`config.mk`:
```
export PLATFORM = sky130hd
export DESIGN_NAME = cobs_frame_encoder_core
export DESIGN_NICKNAME = d
export VERILOG_FILES = /design/src/design/cfe_pkg.sv /design/src/design/cfe_front.sv /design/src/design/cfe_queue.sv /design/src/design/cfe_back.sv /design/src/design/cobs_frame_encoder_core.sv
export SDC_FILE = /design/constraint.sdc
export NUM_CORES = 1
export LEC_CHECK = 0
export BUFFER_PORTS_ARGS = -buffer_cell sky130_fd_sc_hd__buf_2
export CAP_MARGIN = 10
export CORE_ASPECT_RATIO = 1.75
export CORE_MARGIN = 3
export CORE_UTILIZATION = 50
export CTS_BUF_LIST = sky130_fd_sc_hd__clkbuf_4 sky130_fd_sc_hd__clkbuf_8 sky130_fd_sc_hd__clkbuf_16
export CTS_CLUSTER_DIAMETER = 30
export CTS_CLUSTER_SIZE = 10
export DETAILED_ROUTE_END_ITERATION = 8
export GPL_TIMING_DRIVEN = 0
export HOLD_SLACK_MARGIN = 0.03
export PLACE_DENSITY_LB_ADDON = 0.12
export REMOVE_ABC_BUFFERS = 1
export SLEW_MARGIN = 5
export SYNTH_ARGS = -nofsm -noshare
export SYNTH_HDL_FRONTEND = slang
export SYNTH_SLANG_ARGS = --single-unit
export TNS_END_PERCENT = 10
```
`constraint.sdc`:
```
create_clock -name i_clk -period 5.5 [get_ports i_clk]
set_input_delay 1.1 -clock i_clk [delete_from_list [all_inputs] [get_ports i_clk]]
set_output_delay 1.1 -clock i_clk [all_outputs]
set_load 0.05 [all_outputs]
```
`src/design/cfe_pkg.sv`:
```
// Shared types and constants of the COBS frame encoder.
package cfe_pkg;

    localparam int OFS_W       = 11;
    localparam int BYTE_W      = 8;
    localparam int MAX_FRAME   = 1024;
    localparam int CNT_W       = $clog2(MAX_FRAME + 1);
    localparam int MAX_WR      = 3;
    localparam int WR_CNT_W    = $clog2(MAX_WR + 1);
    localparam int QUEUE_DEPTH = 4;
    localparam int QPTR_W      = $clog2(QUEUE_DEPTH);
    localparam int QCNT_W      = $clog2(QUEUE_DEPTH + 1);

    localparam logic [BYTE_W-1:0] FULL_CODE  = 8'hFF;
    localparam logic [BYTE_W-1:0] FIRST_CODE = 8'h01;
    localparam logic [OFS_W-1:0]  FIRST_OFS  = 11'd1;

    typedef struct packed {
        logic [OFS_W-1:0]  offset;
        logic [BYTE_W-1:0] value;
        logic              last;
        logic [OFS_W-1:0]  length;
        logic              overflow;
    } t_wr;

    typedef struct packed {
        t_wr [MAX_WR-1:0]    wr;
        logic [WR_CNT_W-1:0] cnt;
    } t_job;

endpackage

```
`src/design/cfe_front.sv`:
```
// Front end: accepts source bytes, tracks frame state and builds the write list of each byte.
module cfe_front (
    input  logic                      i_clk,
    input  logic                      i_rst_n,
    input  logic                      i_accept,
    input  logic [cfe_pkg::BYTE_W-1:0] i_data_byte,
    input  logic                      i_end_of_frame,
    output cfe_pkg::t_job             o_job,
    output logic                      o_has_writes
);

    logic [cfe_pkg::OFS_W-1:0]  r_no, n_no;
    logic [cfe_pkg::OFS_W-1:0]  r_gco, n_gco;
    logic [cfe_pkg::BYTE_W-1:0] r_gc, n_gc;
    logic [cfe_pkg::CNT_W-1:0]  r_cnt, n_cnt;
    logic                       r_ovf, n_ovf;

    cfe_pkg::t_wr               w_final;
    cfe_pkg::t_job              w_job;
    logic [cfe_pkg::OFS_W-1:0]  w_no_a;
    logic [cfe_pkg::BYTE_W-1:0] w_gc_a;

    always_comb begin
        w_job   = '0;
        w_final = '0;
        n_ovf   = r_ovf | (r_cnt >= cfe_pkg::CNT_W'(cfe_pkg::MAX_FRAME));
        n_no    = r_no;
        n_gco   = r_gco;
        n_gc    = r_gc;
        n_cnt   = r_cnt;
        w_no_a  = r_no + 1'b1;
        w_gc_a  = r_gc + 1'b1;
        if (!n_ovf) begin
            n_cnt = r_cnt + 1'b1;
            if (i_data_byte == '0) begin
                w_job.wr[0].offset = r_gco;
                w_job.wr[0].value  = r_gc;
                w_job.cnt          = cfe_pkg::WR_CNT_W'(1);
                n_gco              = r_no;
                n_no               = w_no_a;
                n_gc               = cfe_pkg::FIRST_CODE;
            end else begin
                w_job.wr[0].offset = r_no;
                w_job.wr[0].value  = i_data_byte;
                w_job.cnt          = cfe_pkg::WR_CNT_W'(1);
                if (w_gc_a == cfe_pkg::FULL_CODE) begin
                    w_job.wr[1].offset = r_gco;
                    w_job.wr[1].value  = cfe_pkg::FULL_CODE;
                    w_job.cnt          = cfe_pkg::WR_CNT_W'(2);
                    n_gco              = w_no_a;
                    n_no               = w_no_a + 1'b1;
                    n_gc               = cfe_pkg::FIRST_CODE;
                end else begin
                    n_no = w_no_a;
                    n_gc = w_gc_a;
                end
            end
            w_final.offset = n_gco;
            w_final.value  = n_gc;
            w_final.last   = 1'b1;
            w_final.length = n_no;
        end else begin
            w_final.last     = 1'b1;
            w_final.overflow = 1'b1;
        end
        if (i_end_of_frame) begin
            case (w_job.cnt)
                cfe_pkg::WR_CNT_W'(0): w_job.wr[0] = w_final;
                cfe_pkg::WR_CNT_W'(1): w_job.wr[1] = w_final;
                default:               w_job.wr[2] = w_final;
            endcase
            w_job.cnt = w_job.cnt + 1'b1;
            n_no      = cfe_pkg::FIRST_OFS;
            n_gco     = '0;
            n_gc      = cfe_pkg::FIRST_CODE;
            n_cnt     = '0;
            n_ovf     = 1'b0;
        end
    end

    assign o_job        = w_job;
    assign o_has_writes = (w_job.cnt != '0);

    always_ff @(posedge i_clk) begin
        if (!i_rst_n) begin
            r_no  <= cfe_pkg::FIRST_OFS;
            r_gco <= '0;
            r_gc  <= cfe_pkg::FIRST_CODE;
            r_cnt <= '0;
            r_ovf <= 1'b0;
        end else if (i_accept) begin
            r_no  <= n_no;
            r_gco <= n_gco;
            r_gc  <= n_gc;
            r_cnt <= n_cnt;
            r_ovf <= n_ovf;
        end
    end

    a_eof_clears: assert property (@(posedge i_clk) disable iff (!i_rst_n)
        i_accept && i_end_of_frame |=> r_no == cfe_pkg::FIRST_OFS && r_gco == '0
            && r_gc == cfe_pkg::FIRST_CODE && !r_ovf)
        else $error("frame state not cleared after end of frame");

    a_count_bound: assert property (@(posedge i_clk) disable iff (!i_rst_n)
        r_cnt <= cfe_pkg::CNT_W'(cfe_pkg::MAX_FRAME))
        else $error("source count ran past the frame limit");

endmodule

```
`src/design/cfe_queue.sv`:
```
// Short queue of write lists between the front and back ends.
module cfe_queue (
    input  logic          i_clk,
    input  logic          i_rst_n,
    input  logic          i_push,
    input  cfe_pkg::t_job i_job,
    output logic          o_full,
    input  logic          i_pop,
    output logic          o_empty,
    output cfe_pkg::t_job o_job
);

    cfe_pkg::t_job               r_mem [cfe_pkg::QUEUE_DEPTH];
    logic [cfe_pkg::QPTR_W-1:0]  r_wp;
    logic [cfe_pkg::QPTR_W-1:0]  r_rp;
    logic [cfe_pkg::QCNT_W-1:0]  r_count;
    logic                        w_push;
    logic                        w_pop;

    assign o_full  = (r_count == cfe_pkg::QCNT_W'(cfe_pkg::QUEUE_DEPTH));
    assign o_empty = (r_count == '0);
    assign w_push  = i_push && !o_full;
    assign w_pop   = i_pop && !o_empty;
    assign o_job   = r_mem[r_rp];

    always_ff @(posedge i_clk) begin
        if (w_push) begin
            r_mem[r_wp] <= i_job;
        end
    end

    always_ff @(posedge i_clk) begin
        if (!i_rst_n) begin
            r_wp    <= '0;
            r_rp    <= '0;
            r_count <= '0;
        end else begin
            if (w_push) begin
                r_wp <= r_wp + 1'b1;
            end
            if (w_pop) begin
                r_rp <= r_rp + 1'b1;
            end
            if (w_push && !w_pop) begin
                r_count <= r_count + 1'b1;
            end else if (w_pop && !w_push) begin
                r_count <= r_count - 1'b1;
            end
        end
    end

    a_count_range: assert property (@(posedge i_clk) disable iff (!i_rst_n)
        r_count <= cfe_pkg::QCNT_W'(cfe_pkg::QUEUE_DEPTH))
        else $error("queue count out of range");

endmodule

```
`src/design/cfe_back.sv`:
```
// Back end: plays out the writes of each queued list one per cycle while i_pop is high.
module cfe_back (
    input  logic                       i_clk,
    input  logic                       i_rst_n,
    input  cfe_pkg::t_job              i_job,
    input  logic                       i_q_empty,
    output logic                       o_q_pop,
    output logic                       o_empty,
    input  logic                       i_pop,
    output cfe_pkg::t_wr               o_wr
);

    cfe_pkg::t_job                 r_job;
    logic [cfe_pkg::WR_CNT_W-1:0]  r_idx;
    logic                          r_valid;
    logic                          w_take;
    logic                          w_done;

    assign w_take  = i_pop && r_valid;
    assign w_done  = w_take && (r_idx == r_job.cnt - 1'b1);
    assign o_q_pop = (!r_valid || w_done) && !i_q_empty;
    assign o_empty = !r_valid;
    assign o_wr    = r_job.wr[r_idx[cfe_pkg::WR_CNT_W-1:0]];

    always_ff @(posedge i_clk) begin
        if (o_q_pop) begin
            r_job <= i_job;
        end
    end

    always_ff @(posedge i_clk) begin
        if (!i_rst_n) begin
            r_valid <= 1'b0;
            r_idx   <= '0;
        end else if (o_q_pop) begin
            r_valid <= 1'b1;
            r_idx   <= '0;
        end else if (w_done) begin
            r_valid <= 1'b0;
            r_idx   <= '0;
        end else if (w_take) begin
            r_idx <= r_idx + 1'b1;
        end
    end

    a_idx_in_job: assert property (@(posedge i_clk) disable iff (!i_rst_n)
        r_valid |-> r_idx < r_job.cnt)
        else $error("write index beyond the list");

    a_last_at_end: assert property (@(posedge i_clk) disable iff (!i_rst_n)
        r_valid && o_wr.last |-> r_idx == r_job.cnt - 1'b1)
        else $error("final write is not the last of its list");

endmodule

```
`src/design/cobs_frame_encoder_core.sv`:
```
// Top level of the COBS frame encoder: front end, write-list queue and back end.
//
//   Channel  Handshake          Payload
//   input    push / full        i_data_byte, i_end_of_frame
//   result   empty / pop        o_write_offset, o_byte_value, o_last_write,
//                               o_encoded_length, o_overflow
//
// One source byte is accepted per cycle while the queue has room.
// The back end gives one write per cycle while pop is high, so a byte causing k writes holds it until all are taken.
// A result reaches the ports once its write list has passed the queue and been loaded into the back end register.
// The queue holds the write lists of four bytes and the back end holds one more.
// Reset returns the frame state to its start and empties the queue and result stage.
// A stalled result side fills the queue, after which full is raised.
module cobs_frame_encoder_core (
    input  logic                        i_clk,
    input  logic                        i_rst_n,
    input  logic                        push,
    output logic                        full,
    input  logic [cfe_pkg::BYTE_W-1:0]  i_data_byte,
    input  logic                        i_end_of_frame,
    output logic                        empty,
    input  logic                        pop,
    output logic [cfe_pkg::OFS_W-1:0]   o_write_offset,
    output logic [cfe_pkg::BYTE_W-1:0]  o_byte_value,
    output logic                        o_last_write,
    output logic [cfe_pkg::OFS_W-1:0]   o_encoded_length,
    output logic                        o_overflow
);

    cfe_pkg::t_job w_front_job;
    cfe_pkg::t_job w_head_job;
    cfe_pkg::t_wr  w_wr;
    logic          w_accept;
    logic          w_has_writes;
    logic          w_q_empty;
    logic          w_q_pop;

    assign w_accept = push && !full;

    cfe_front u_front (
        .i_clk          (i_clk),
        .i_rst_n        (i_rst_n),
        .i_accept       (w_accept),
        .i_data_byte    (i_data_byte),
        .i_end_of_frame (i_end_of_frame),
        .o_job          (w_front_job),
        .o_has_writes   (w_has_writes)
    );

    cfe_queue u_queue (
        .i_clk   (i_clk),
        .i_rst_n (i_rst_n),
        .i_push  (w_accept && w_has_writes),
        .i_job   (w_front_job),
        .o_full  (full),
        .i_pop   (w_q_pop),
        .o_empty (w_q_empty),
        .o_job   (w_head_job)
    );

    cfe_back u_back (
        .i_clk     (i_clk),
        .i_rst_n   (i_rst_n),
        .i_job     (w_head_job),
        .i_q_empty (w_q_empty),
        .o_q_pop   (w_q_pop),
        .o_empty   (empty),
        .i_pop     (pop),
        .o_wr      (w_wr)
    );

    assign o_write_offset   = w_wr.offset;
    assign o_byte_value     = w_wr.value;
    assign o_last_write     = w_wr.last;
    assign o_encoded_length = w_wr.length;
    assign o_overflow       = w_wr.overflow;

endmodule

```
Yosys cells after proc, flatten, opt, wreduce, memory -nomap -nowiden. Memories as Yosys holds them, arrays and structs flattened. A register that Yosys moved wholly into a read port is not among the register bits. Cells that the tools add are included. Widths: inputs -> output; s select.

Register bits after elaboration: 52. RAM bits: 392. Output and inout port bits: 34. Memories: 1.

Memories: u_queue.r_mem (words 4, width 98, rd ports 1, clocked after memory_dff 1, wr ports 1, RTL line cfe_queue.sv:13) `cfe_pkg::t_job r_mem [cfe_pkg::QUEUE_DEPTH];`.

Add/subtract/negate cells: 11. Order comparisons: 2. Equal/unequal tests: 5. Mux-type cells: 38. Bitwise logic cells: 2. Reduce and logical (&&, ||, !) cells: 24.

Operators with widths (number): $mux 32 (4); $mux 11 (11); $mux 19 (6); $mux 98 (1); $bmux 32 s2 (1); $add 11x1->11 const B (3); $mux 8 (4); $ge 11x11->1 const B (1); $logic_and 1x1->1 (9); $add 2x1->2 const B (4); $add 8x1->8 const B (1); $eq 8x8->1 const B (1); $logic_not 8->1 (1); $mux 1 (6); $mux 2 (3); $mux 3 (2); $reduce_bool 2->1 (3); $logic_not 1->1 (5); $add 3x1->3 const B (1); $eq 3x3->1 const B (1); $logic_not 3->1 (1); $lt 2x3->1 const B (1); $reduce_or 3->1 (1); $sub 3x1->3 const B (1); other kinds (10) (10).

Longest topological paths before layout. Gate-level depths: netlist of the first run.

Depth after elaboration: 16. Mapped depth: 17.

By module. From an unflattened synthesis of the first run, not the netlist that was laid out.

Cells, all modules: 1386. Area, all modules: 22405.2 um^2.

Modules (own cells, without submodules): cfe_queue (instances 1, cells an instance 560, area an instance 14602.8 um^2, seq. area each 11951.5 um^2); cfe_back (instances 1, cells an instance 236, area an instance 3927.5 um^2, seq. area each 3002.9 um^2); cfe_front (instances 1, cells an instance 588, area an instance 3860.0 um^2, seq. area each 840.8 um^2); cobs_frame_encoder_core (instances 1, cells an instance 2, area an instance 15.0 um^2, seq. area each 0.0 um^2).

Worst setup path before layout of the first run. No wires, ideal clock.

Kind: in2reg. From: in i_data_byte[5] (netlist bit). To: mem u_queue.r_mem[2][0] (netlist bit) (enable). Arrival time: 5.115 ns. Required time: 5.032 ns. Setup slack: -0.083 ns. Stages on the path: 10. Cells stage by stage: nor4_1 > and2_1 > clkbuf_1 > a21oi_1 > and3_2 > buf_4 > nand2_1 > ha_1 > o41a_1 > and2_1.

Longest elaborated chain between the ends: 10.

Ends and longest elaborated chain: start, declared (RTL line cobs_frame_encoder_core.sv:19) `input logic [cfe_pkg::BYTE_W-1:0] i_data_byte,`; $logic_not 8->1 (*) (RTL line cfe_front.sv:35) `if (i_data_byte == '0) begin`; $mux 2 (*) (RTL line cfe_front.sv:35); $mux 2 (*) (RTL line cfe_front.sv:33) `if (!n_ovf) begin`; $add 2x1->2 (RTL line cfe_front.sv:72) `w_job.cnt = w_job.cnt + 1'b1;`; $mux 98 (*) (RTL line cfe_front.sv:66) `if (i_end_of_frame) begin`; $reduce_bool 2->1 (*) (RTL line cfe_front.sv:82) `assign o_has_writes = (w_job.cnt != '0);`; $logic_and 1x1->1 (*) (RTL line cobs_frame_encoder_core.sv:53) `.i_push (w_accept && w_has_writes),`; $logic_and 1x1->1 (*) (RTL line cfe_queue.sv:22) `assign w_push = i_push && !o_full;`; named net u_queue.w_push (RTL line cfe_queue.sv:17) `logic w_push;`; $mux 1 (*) (RTL line cfe_queue.sv:27) `if (w_push) begin`; $mux 1 (implied by the code) (*) (RTL line cfe_queue.sv:28) `r_mem[r_wp] <= i_job;`; end, declared (RTL line cfe_queue.sv:13).

The timed path passes the listed nets; every way through them passes the cells marked *.

==> metrics.txt, run 1 <==
Max IR drop VDD=334 µV; RSZ-0062 raised after global routing=no; largest net degree at the start of global routing=60; slowest library cell on the worst path=clkinvlp_4; vias in the first global route=12700; # rows=101; die span in y=284 µm; critical path depth in cells=13; Power Density=502 mW/mm²; Slew headroom=27.4%; final setup vio count=0; worst flop-to-flop path startpoint=u_front.r_gc[0]; top cell type's share of synthesized area=66.7%; CTS clk-pin slew, worst paths=0.05 ns; Antenna Nets Post-Route=0; TritonCTS clock tree=done; fin cells=2027; synthesis-to-finish area growth=16.0%; final worst setup slack=0.442 ns; hold path start=u_front.r_cnt[5]; dominant cells by area after synthesis=edfxtp_1 67%, mux4_2 10%, dfxtp_1 4.7%; post-layout min period=5.06 ns; layout cells sized above 1=21.4%; CP top delay family=simple AND/OR/NAND/NOR gates; initial antenna violation count=0; htree depth=3; maxcap violations=0; Initial Util=50.7%; status=completed; Synth cell types=64; worst r2r path cells=13; Yosys top cell by area=edfxtp_1; Tot GR Track Use=21.5%; reg2reg end=u_queue.r_mem[0][33]; Max FO, Critical Path=18; vias post-DR=12000; Crit. End Element=register; skew final=0.0158 ns; critical path required time=5.77 ns; slowest cell delay on critical path=0.65 ns; PortBufs=46; clk_lat worst skew=0.59 ns; Avg WL per Cell=24.0 µm; nets=1441; Post-Route WL=48700 µm; Worst Setup SP=u_front.r_gc[0]; Placed Area=0.0232 mm²; 1st-pass router iterations=7; CTS Buf Count=73; Initial DRC Count=807; Seq/Total Area, Yosys=71.5%; dpl cells=1906; Crit path arrival time=5.33 ns; vias per cell=5.90; Lkg Pwr=8.26 nW; post-synthesis register bit count=542; Worst Path Buf+Inv=1; crit-path most repeated cell=nand2_1; clk root buf=clkbuf_16; Max Freq=198 MHz; Mapped Area=0.0220 mm²; worst slew pin tran=1.09 ns; Final Hold Viols=0; hold_buf cts=0; Core ar.=0.0435 mm²; die width=165 µm; EDFF count, synth=490; Detailed Place HPWL=29500 µm; gr ovfl total=0; n_diodes=0; worst hold path class=register to register; post-route clock period utilization=92.0%; YS warnings=0; crit path to=u_queue.r_mem[0][33]; top_reg_cell synth=edfxtp_1; postcts setup bufs=0; commonest non-fill, non-tap cells in the layout=490 x edfxtp_1, 124 x nand2_1, 98 x mux4_2; CP Class=register to register; Async S/R FF share, synth=0%; Slew Limit Fails=0; type of element launching the critical path=register; clock sink total=542; Max Buffers Root-to-Sink=3; dpl ws=-0.298 ns; Residual DRC=0; Overall Power=12.8 mW; Design Area, Final=0.0256 mm²; Syn Inst Count=1348; first-pass GRT wire length=75100 µm; Avg Cell Area, Syn=16.4 µm²; r2r setup slk=0.44 ns; commonest non-fill, non-tap cell in the layout=edfxtp_1; critical path, cell by cell=ha_1, nand2_1, o31ai_1, a32o_1, and3_2, nand2_1, ha_1, nand2_1, clkinvlp_4, nor2_1, nor2_1, a22oi_1, a21oi_1; Die ar.=0.0468 mm²; Ports=47; RD Place Congestion=0.879; hold_ws=0.507 ns
[cells by family (layout without fill, tap and decap cells)]
logic type	Yosys count	in the layout	synth area share [%]
XOR/XNOR	39	39	1.58
flip-flops	542	542	71.5
AND/OR/NAND/NOR	332	332	7.21
buffers and inverters	90	200	1.63
other	1	4	0.0170
multiplexers	133	133	11.6
AO/OA/AOI/OAI	198	198	5.73
adder cells (fa/ha/maj)	13	13	0.772
[metrics by stage]
stage          setup TNS (ns)  util [%]
6_report                    0      58.8
5_1_grt                     0      58.8
4_1_cts                     0      58.8
3_5_place_dp            -8.26      53.4
3_3_place_gp         -2055.22      52.2
2_1_floorplan         -214.61         -
[per-layer routing]
| layer | wire length, µm | track usage (%) | part of all wire [%] |
|---|---|---|---|
| met1 | 18000 | 25.2 | 37 |
| met2 | 27500 | 39.6 | 56 |
| met3 | 1910 | 3.15 | 3.9 |
| met4 | 1330 | 7.85 | 2.7 |
| met5 | 0 | 0 | 0 |
[tightest hold or removal path, delay by kind of cell, from the launching register on]
family         cells  cell delay [ns]
flip-flops         1             0.32
AO/OA/AOI/OAI      2             0.14
[final cells by class]
class / count / area, µm²
inverters: 13 / 57.6
well taps: 566 / 708
fillers: 3280 / 17900
repair buffers: 66 / 718
flip-flops and latches: 542 / 15800
clock inverters: 26 / 327
multi-input cells: 719 / 5970
clock buffers: 95 / 2030
[report_power, final]
group / internal (mW) / leakage (nW) / switching [mW] / total [mW]
clock network: 2.84 / 1.16 / 1.69 / 4.53
registers: 5.44 / 5.04 / 0.235 / 5.67
logic: 0.945 / 2.06 / 1.70 / 2.65
total: 9.22 / 8.26 / 3.63 / 12.8
[repair_timing]
action                                  CTS  global route
endpoints found under the hold margin     0             0
gates resized for setup                   0             2
endpoints found under the setup margin    0            12
[cells in the mapped netlist, drive strengths merged, types with 11 or more instances]
| library cell | count |
|---|---|
| edfxtp | 490 |
| nand2 | 125 |
| mux4 | 98 |
| nor2 | 75 |
| o21ai | 68 |
| dfxtp | 52 |
| clkbuf | 48 |
| a21oi | 40 |
| mux2i | 35 |
| buf | 29 |
| nand3 | 27 |
| and2 | 24 |
| xnor2 | 21 |
| nor3 | 19 |
| xor2 | 18 |
| nor2b | 16 |
| ha | 12 |
| inv | 12 |
| or3 | 12 |
| a22oi | 11 |
[flip-flops by register name (all words and copies together), names as in the netlist]
signal           cells
u_back.r_idx         2
u_back.r_job        98
u_back.r_valid       1
u_front.r_cnt       11
u_front.r_gc         8
u_front.r_gco       11
u_front.r_no        11
u_front.r_ovf        1
u_queue.r_count      3
u_queue.r_mem      392
u_queue.r_rp         2
u_queue.r_wp         2
[worst min path at each step]
stage / to / slack [ns] / cells past startpoint
6_report: u_front.r_cnt[5] / 0.51 / 2
5_1_grt: u_front.r_ovf / 0.53 / 1
4_1_cts: u_front.r_cnt[5] / 0.51 / 2
3_5_place_dp: u_front.r_cnt[5] / 0.50 / 2
3_3_place_gp: u_front.r_ovf / 0.46 / 1
2_1_floorplan: u_front.r_cnt[10] / 0.45 / 2
Power figures use the tool's default switching activity.
==> inputs of run 2 (changes only) <==
--- a/config.mk
+++ b/config.mk
@@ -10,7 +10,7 @@
 export CORE_ASPECT_RATIO = 1.75
 export CORE_MARGIN = 3
 export CORE_UTILIZATION = 50
-export CTS_BUF_LIST = sky130_fd_sc_hd__clkbuf_4 sky130_fd_sc_hd__clkbuf_8 sky130_fd_sc_hd__clkbuf_16
+export CTS_BUF_LIST = sky130_fd_sc_hd__clkbuf_16
 export CTS_CLUSTER_DIAMETER = 30
 export CTS_CLUSTER_SIZE = 10
 export DETAILED_ROUTE_END_ITERATION = 8
@@ -18,6 +18,7 @@
 export HOLD_SLACK_MARGIN = 0.03
 export PLACE_DENSITY_LB_ADDON = 0.12
 export REMOVE_ABC_BUFFERS = 1
+export SKIP_CTS_REPAIR_TIMING = 1
 export SLEW_MARGIN = 5
 export SYNTH_ARGS = -nofsm -noshare
 export SYNTH_HDL_FRONTEND = slang
==> run 2 against run 1 <==
Hold slack better by 0.0020 ns. Final cell count is the same. Clock power decreased by 3%. Count of clock-buffer cells in the layout fell by 20. Register-to-register slack better by 0.02 ns. Flip-flop and latch count unchanged. Combinational power about the same. Final area shrank 0.29%. Wire length about the same. First-iteration DRC count fell by 0.87%. Via count shrank 0.31%. Total power fell by 1.1%.
==> metrics.txt, run 2 (synthesis gave the netlist of run 1 again) <==
nets=1441; Slew Limit Fails=0; post-layout min period=5.04 ns; die width=165 µm; Ports=47; Crit. End Element=register; r2r setup slk=0.46 ns; Placed Area=0.0232 mm²; met2 Usage GRT=39.6%; Max FO, Critical Path=18; Worst Setup SP=u_front.r_gc[0]; Antenna Nets Post-Route=0; # rows=101; worst r2r path cells=13; Max IR drop VDD=333 µV; register area=0.0158 mm²; switching part of the total=28.5%; Post-Route WL=48700 µm; post-route clock period utilization=91.6%; final setup vio count=0; initial antenna violation count=0; RSZ-0062 raised after global routing=no; gr ovfl total=0; commonest non-fill, non-tap cell in the layout=edfxtp_1; Reg with most FFs=u_queue.r_mem; critical path, cell by cell=ha_1, nand2_1, o31ai_1, a32o_1, and3_2, nand2_1, ha_1, nand2_1, clkinvlp_4, nor2_1, nor2_1, a22oi_1, a21oi_1; multi-input logic area=0.00597 mm²; worst hold path class=register to register; met3 Usage GRT=3.21%; sequential share of power=44.6%; synthesis-to-finish area growth=15.7%; layout cells sized above 1=20.0%; vias per cell=5.88; # fillers=3299; Detailed Place HPWL=29500 µm; CTS Buf Count=73; largest net degree at the start of global routing=60; critical path required time=5.77 ns; Logic pwr share=20.8%; CTS clk-pin slew, worst paths=0.05 ns; clock sink total=542; Overall Power=12.7 mW; slowest cell delay on critical path=0.64 ns; CP Class=register to register; die span in y=284 µm; Crit path arrival time=5.31 ns; Initial Util=50.7%; first-pass GRT wire length=75100 µm; n_diodes=0; dpl cells=1906; htree depth=3; Regs by FF count=u_queue.r_mem (392), u_back.r_job (98); RD Place Congestion=0.879; slowest library cell on the worst path=clkinvlp_4; internal cell power=9.09 mW; Lkg Pwr=8.28 nW; worst flop-to-flop path startpoint=u_front.r_gc[0]; TritonCTS clock tree=done; Sw Pwr=3.63 mW; 1st-pass router iterations=7; vias post-DR=11900; Largest register FFs=392; clk_lat worst skew=0.59 ns; Die ar.=0.0468 mm²; Residual DRC=0; maxcap violations=0; met1 GRT Util=25.2%; Top Usage Layer GRT=met2; Initial DRC Count=800; reg2reg end=u_queue.r_mem[0][33]; Max Buffers Root-to-Sink=3; fin cells=2027; status=completed; hold_ws=0.509 ns; worst slew pin tran=1.09 ns; vias in the first global route=12700; crit path to=u_queue.r_mem[0][33]; Avg WL per Cell=24.0 µm; Slew headroom=27.3%; commonest non-fill, non-tap cells in the layout=490 x edfxtp_1, 124 x nand2_1, 98 x mux4_2; Max Freq=199 MHz; Core ar.=0.0435 mm²; PortBufs=46; Tot GR Track Use=21.5%; Design Area, Final=0.0255 mm²; crit-path most repeated cell=nand2_1; type of element launching the critical path=register; Final Hold Viols=0; skew final=0.0178 ns; clk root buf=clkbuf_16; Power Density=499 mW/mm²; Clk pwr share=34.6%
==> run 2: cell types whose count changed in the layout (fill, tap and decap cells not counted), sizes merged <==
cell / before / now
clkbuf: 95 / 75
inv: 15 / 35
==> run 2: cell type report <==
cell class	instances	area share, %
Clock inverter	46	1.58
Timing Repair Buffer	66	2.82
Inverter	13	0.226
Multi-Input combinational cell	719	23.4
Tap cell	566	2.78
Sequential cell	542	61.8
Clock buffer	75	7.36
==> run 2: worst min-delay path by stage <==
stage | startpoint | to | slack [ns] | depth (start not counted)
CTS | u_front.r_cnt[5] | u_front.r_cnt[5] | 0.51 | 2
global placement | u_front.r_ovf | u_front.r_ovf | 0.46 | 1
finish | u_front.r_cnt[5] | u_front.r_cnt[5] | 0.51 | 2
global route | u_front.r_ovf | u_front.r_ovf | 0.53 | 1
detailed placement | u_front.r_cnt[5] | u_front.r_cnt[5] | 0.50 | 2
floorplan | u_front.r_cnt[10] | u_front.r_cnt[10] | 0.45 | 2
==> run 2: routing by layer <==
layer  wire [µm]  share of wire, %  up-vias
li1            -                 -     5395
met1       18000                37     6118
met2       27500                56      319
met3        1890               3.9       89
met4        1340               2.8        0
met5           0                 0        -
==> run 2: worst max-delay path, delay by kind of cell, from the launching register on <==
kind	cells	cell delay, ns
fa+ha+maj	2	0.60
buf+inv	1	0.64
flops	1	0.51
simple gates	6	2.06
compound gates	4	0.90
==> run 2: through the flow <==
step	TNS [ns]	utilization (%)	worst slack, ns
after floorplan	-214.61	-	-0.547
after global placement	-2055.22	52.2	-3.73
after detailed placement	-8.26	53.4	-0.298
after CTS	0	58.6	0.290
after global routing	0	58.7	0.0929
final	0	58.7	0.464
==> run 2: power groups by stage <==
stage | sequential (mW) | clock, mW | combinational, mW
2_1_floorplan | 5.87 | 0 | 1.82
3_3_place_gp | 6.10 | 0 | 2.48
3_5_place_dp | 5.75 | 0 | 2.72
4_1_cts | 5.68 | 4.48 | 2.73
5_1_grt | 5.73 | 4.66 | 2.85
6_report | 5.67 | 4.39 | 2.65
==> inputs of run 3 (changes only) <==
--- a/config.mk
+++ b/config.mk
@@ -9,9 +9,8 @@
 export CAP_MARGIN = 10
 export CORE_ASPECT_RATIO = 1.75
 export CORE_MARGIN = 3
-export CORE_UTILIZATION = 50
+export CORE_UTILIZATION = 56
 export CTS_BUF_LIST = sky130_fd_sc_hd__clkbuf_16
-export CTS_CLUSTER_DIAMETER = 30
 export CTS_CLUSTER_SIZE = 10
 export DETAILED_ROUTE_END_ITERATION = 8
 export GPL_TIMING_DRIVEN = 0
==> run 3 against run 2 <==
Fmax down 1.9%. Clock power down 21%. Critical path type unchanged. Largest cell class unchanged. Flip-flop and latch count unchanged. First-iteration DRC count up 4.5%. Count of clock-buffer cells in the layout down 15. Sequential share of layout area up 1.8 points. Register-to-register slack worse by 0.099 ns. Combinational power down 5%. Final area down 2.8%. Total power down 7.8%. Utilization up 5.5 points. Final cell count down 4.5%. Critical endpoint is now u_queue.r_mem[0][23].
==> metrics.txt, run 3 (synthesis gave the netlist of run 1 again) <==
status=completed; maxcap violations=0; 1st-pass router iterations=6; CTS Buf Count=60; initial antenna violation count=0; vias per cell=6.14; CP top delay family=simple AND/OR/NAND/NOR gates; Max Freq=195 MHz; Largest register FFs=392; dpl ws=-0.319 ns; Crit. End Element=register; Top Usage Layer GRT=met2; final setup vio count=0; Tot GR Track Use=22.9%; commonest non-fill, non-tap cell in the layout=edfxtp_1; Initial DRC Count=836; reg2reg end=u_queue.r_mem[0][23]; crit-path most repeated cell=nand2_1; Slew headroom=29.7%; Crit path arrival time=5.44 ns; RSZ-0062 raised after global routing=no; worst r2r path cells=12; Placed Area=0.0230 mm²; CTS clk-pin slew, worst paths=0.06 ns; Detailed Place HPWL=28700 µm; die span in y=268 µm; Avg WL per Cell=24.1 µm; Residual DRC=0; worst hold stages=2; Max IR drop VDD=355 µV; hold path start=u_front.r_cnt[5]; Final Hold Viols=0; PortBufs=46; Post-Route WL=46700 µm; Overall Power=11.7 mW; # rows=95; CP Class=register to register; clock sink total=542; Core ar.=0.0386 mm²; Max Buffers Root-to-Sink=3; vias post-DR=11900; critical path required time=5.81 ns; met2 Usage GRT=42.0%; slowest cell delay on critical path=0.65 ns; post-route clock period utilization=93.4%; Initial Util=57.1%; dpl cells=1823; RD Place Congestion=0.871; nets=1426; Power Density=473 mW/mm²; fin cells=1936; final worst setup slack=0.365 ns; gr ovfl total=0; slowest library cell on the worst path=clkinvlp_4; clk root buf=clkbuf_16; first-pass GRT wire length=72800 µm; vias in the first global route=12600; Regs by FF count=u_queue.r_mem (392), u_back.r_job (98); skew final=0.0189 ns; commonest non-fill, non-tap cells in the layout=490 x edfxtp_1, 124 x nand2_1, 98 x mux4_2; worst hold path class=register to register; Die ar.=0.0419 mm²; post-layout min period=5.14 ns; layout cells sized above 1=17.6%; met1 GRT Util=27.7%; met3 Usage GRT=3.13%; Ports=47; critical path, cell by cell=ha_1, nand2_1, o31ai_1, a32o_1, and3_2, nand2_1, ha_1, nand2_1, clkinvlp_4, nor2_1, a22oi_1, a21oi_1; Design Area, Final=0.0248 mm²; Fin Setup TNS=0 ns; Antenna Nets Post-Route=0; r2r setup slk=0.36 ns; htree depth=2; die width=156 µm; worst flop-to-flop path startpoint=u_front.r_gc[0]; Worst Path Buf+Inv=1; clk_lat worst skew=0.60 ns; synthesis-to-finish area growth=12.4%; type of element launching the critical path=register; Lkg Pwr=8.09 nW; Slew Limit Fails=0; worst slew pin tran=1.05 ns; largest net degree at the start of global routing=54; n_diodes=0; Reg with most FFs=u_queue.r_mem; Hold Path End=u_front.r_cnt[5]; critical path depth in cells=12; TritonCTS clock tree=done; Max FO, Critical Path=18
## run 3: changes by cell type in the layout (fill, tap and decap cells not counted)
| cell | previous run | this run |
|---|---|---|
| clkinv_2 | 5 | 0 |
| clkinv_4 | 4 | 0 |
| inv_16 | 1 | 0 |
| clkinv_16 | 0 | 1 |
| clkbuf_16 | 75 | 60 |
| clkinv_1 | 3 | 1 |
| bufinv_16 | 5 | 0 |
| clkinvlp_4 | 5 | 1 |
| inv_1 | 30 | 59 |
| clkinv_8 | 2 | 0 |
| buf_16 | 14 | 9 |
| buf_12 | 4 | 7 |
## run 3: worst min-delay path, delay by kind of cell (launching register included)
kind	cells	cell delay [ns]
compound gates	2	0.13
flops	1	0.32
## run 3: per-stage QoR
step	hold slack, ns	utilization, %
6_report	0.496	64.2
3_3_place_gp	0.463	58.5
3_5_place_dp	0.486	59.6
4_1_cts	0.495	64.1
5_1_grt	0.523	64.2
2_1_floorplan	0.452	-
## run 3: worst max-delay path by stage
stage / from / end
4_1_cts: i_data_byte[5] / u_queue.r_mem[2][33]
5_1_grt: u_front.r_gc[0] / u_queue.r_mem[0][24]
3_3_place_gp: i_data_byte[5] / u_queue.r_mem[3][70]
6_report: u_front.r_gc[0] / u_queue.r_mem[0][23]
3_5_place_dp: i_data_byte[5] / u_queue.r_mem[1][33]
2_1_floorplan: i_data_byte[5] / u_queue.r_mem[0][0]
## run 3: area by class of cell
| cell class | instances | area, µm² |
|---|---|---|
| clock inverter | 53 | 240 |
| tap | 485 | 607 |
| fill | 2709 | 13800 |
| timing repair buffer | 64 | 641 |
| clock buffer | 60 | 1500 |
| inverter | 13 | 57.6 |
| multi-input combinational | 719 | 5970 |
| sequential | 542 | 15800 |
## run 3: power by group
part | leakage (nW) | total, mW | switching (mW) | internal (mW)
Clock | 1.03 | 3.46 | 1.50 | 1.96
Sequential | 5.04 | 5.73 | 0.299 | 5.43
Combinational | 2.03 | 2.53 | 1.62 | 0.918
Total | 8.09 | 11.7 | 3.41 | 8.31
## run 3: per-layer routing
metal | vias up | routed length [µm]
met5 | - | 0
met1 | 6152 | 17700
li1 | 5360 | -
met2 | 288 | 25600
met3 | 94 | 1900
met4 | 0 | 1530
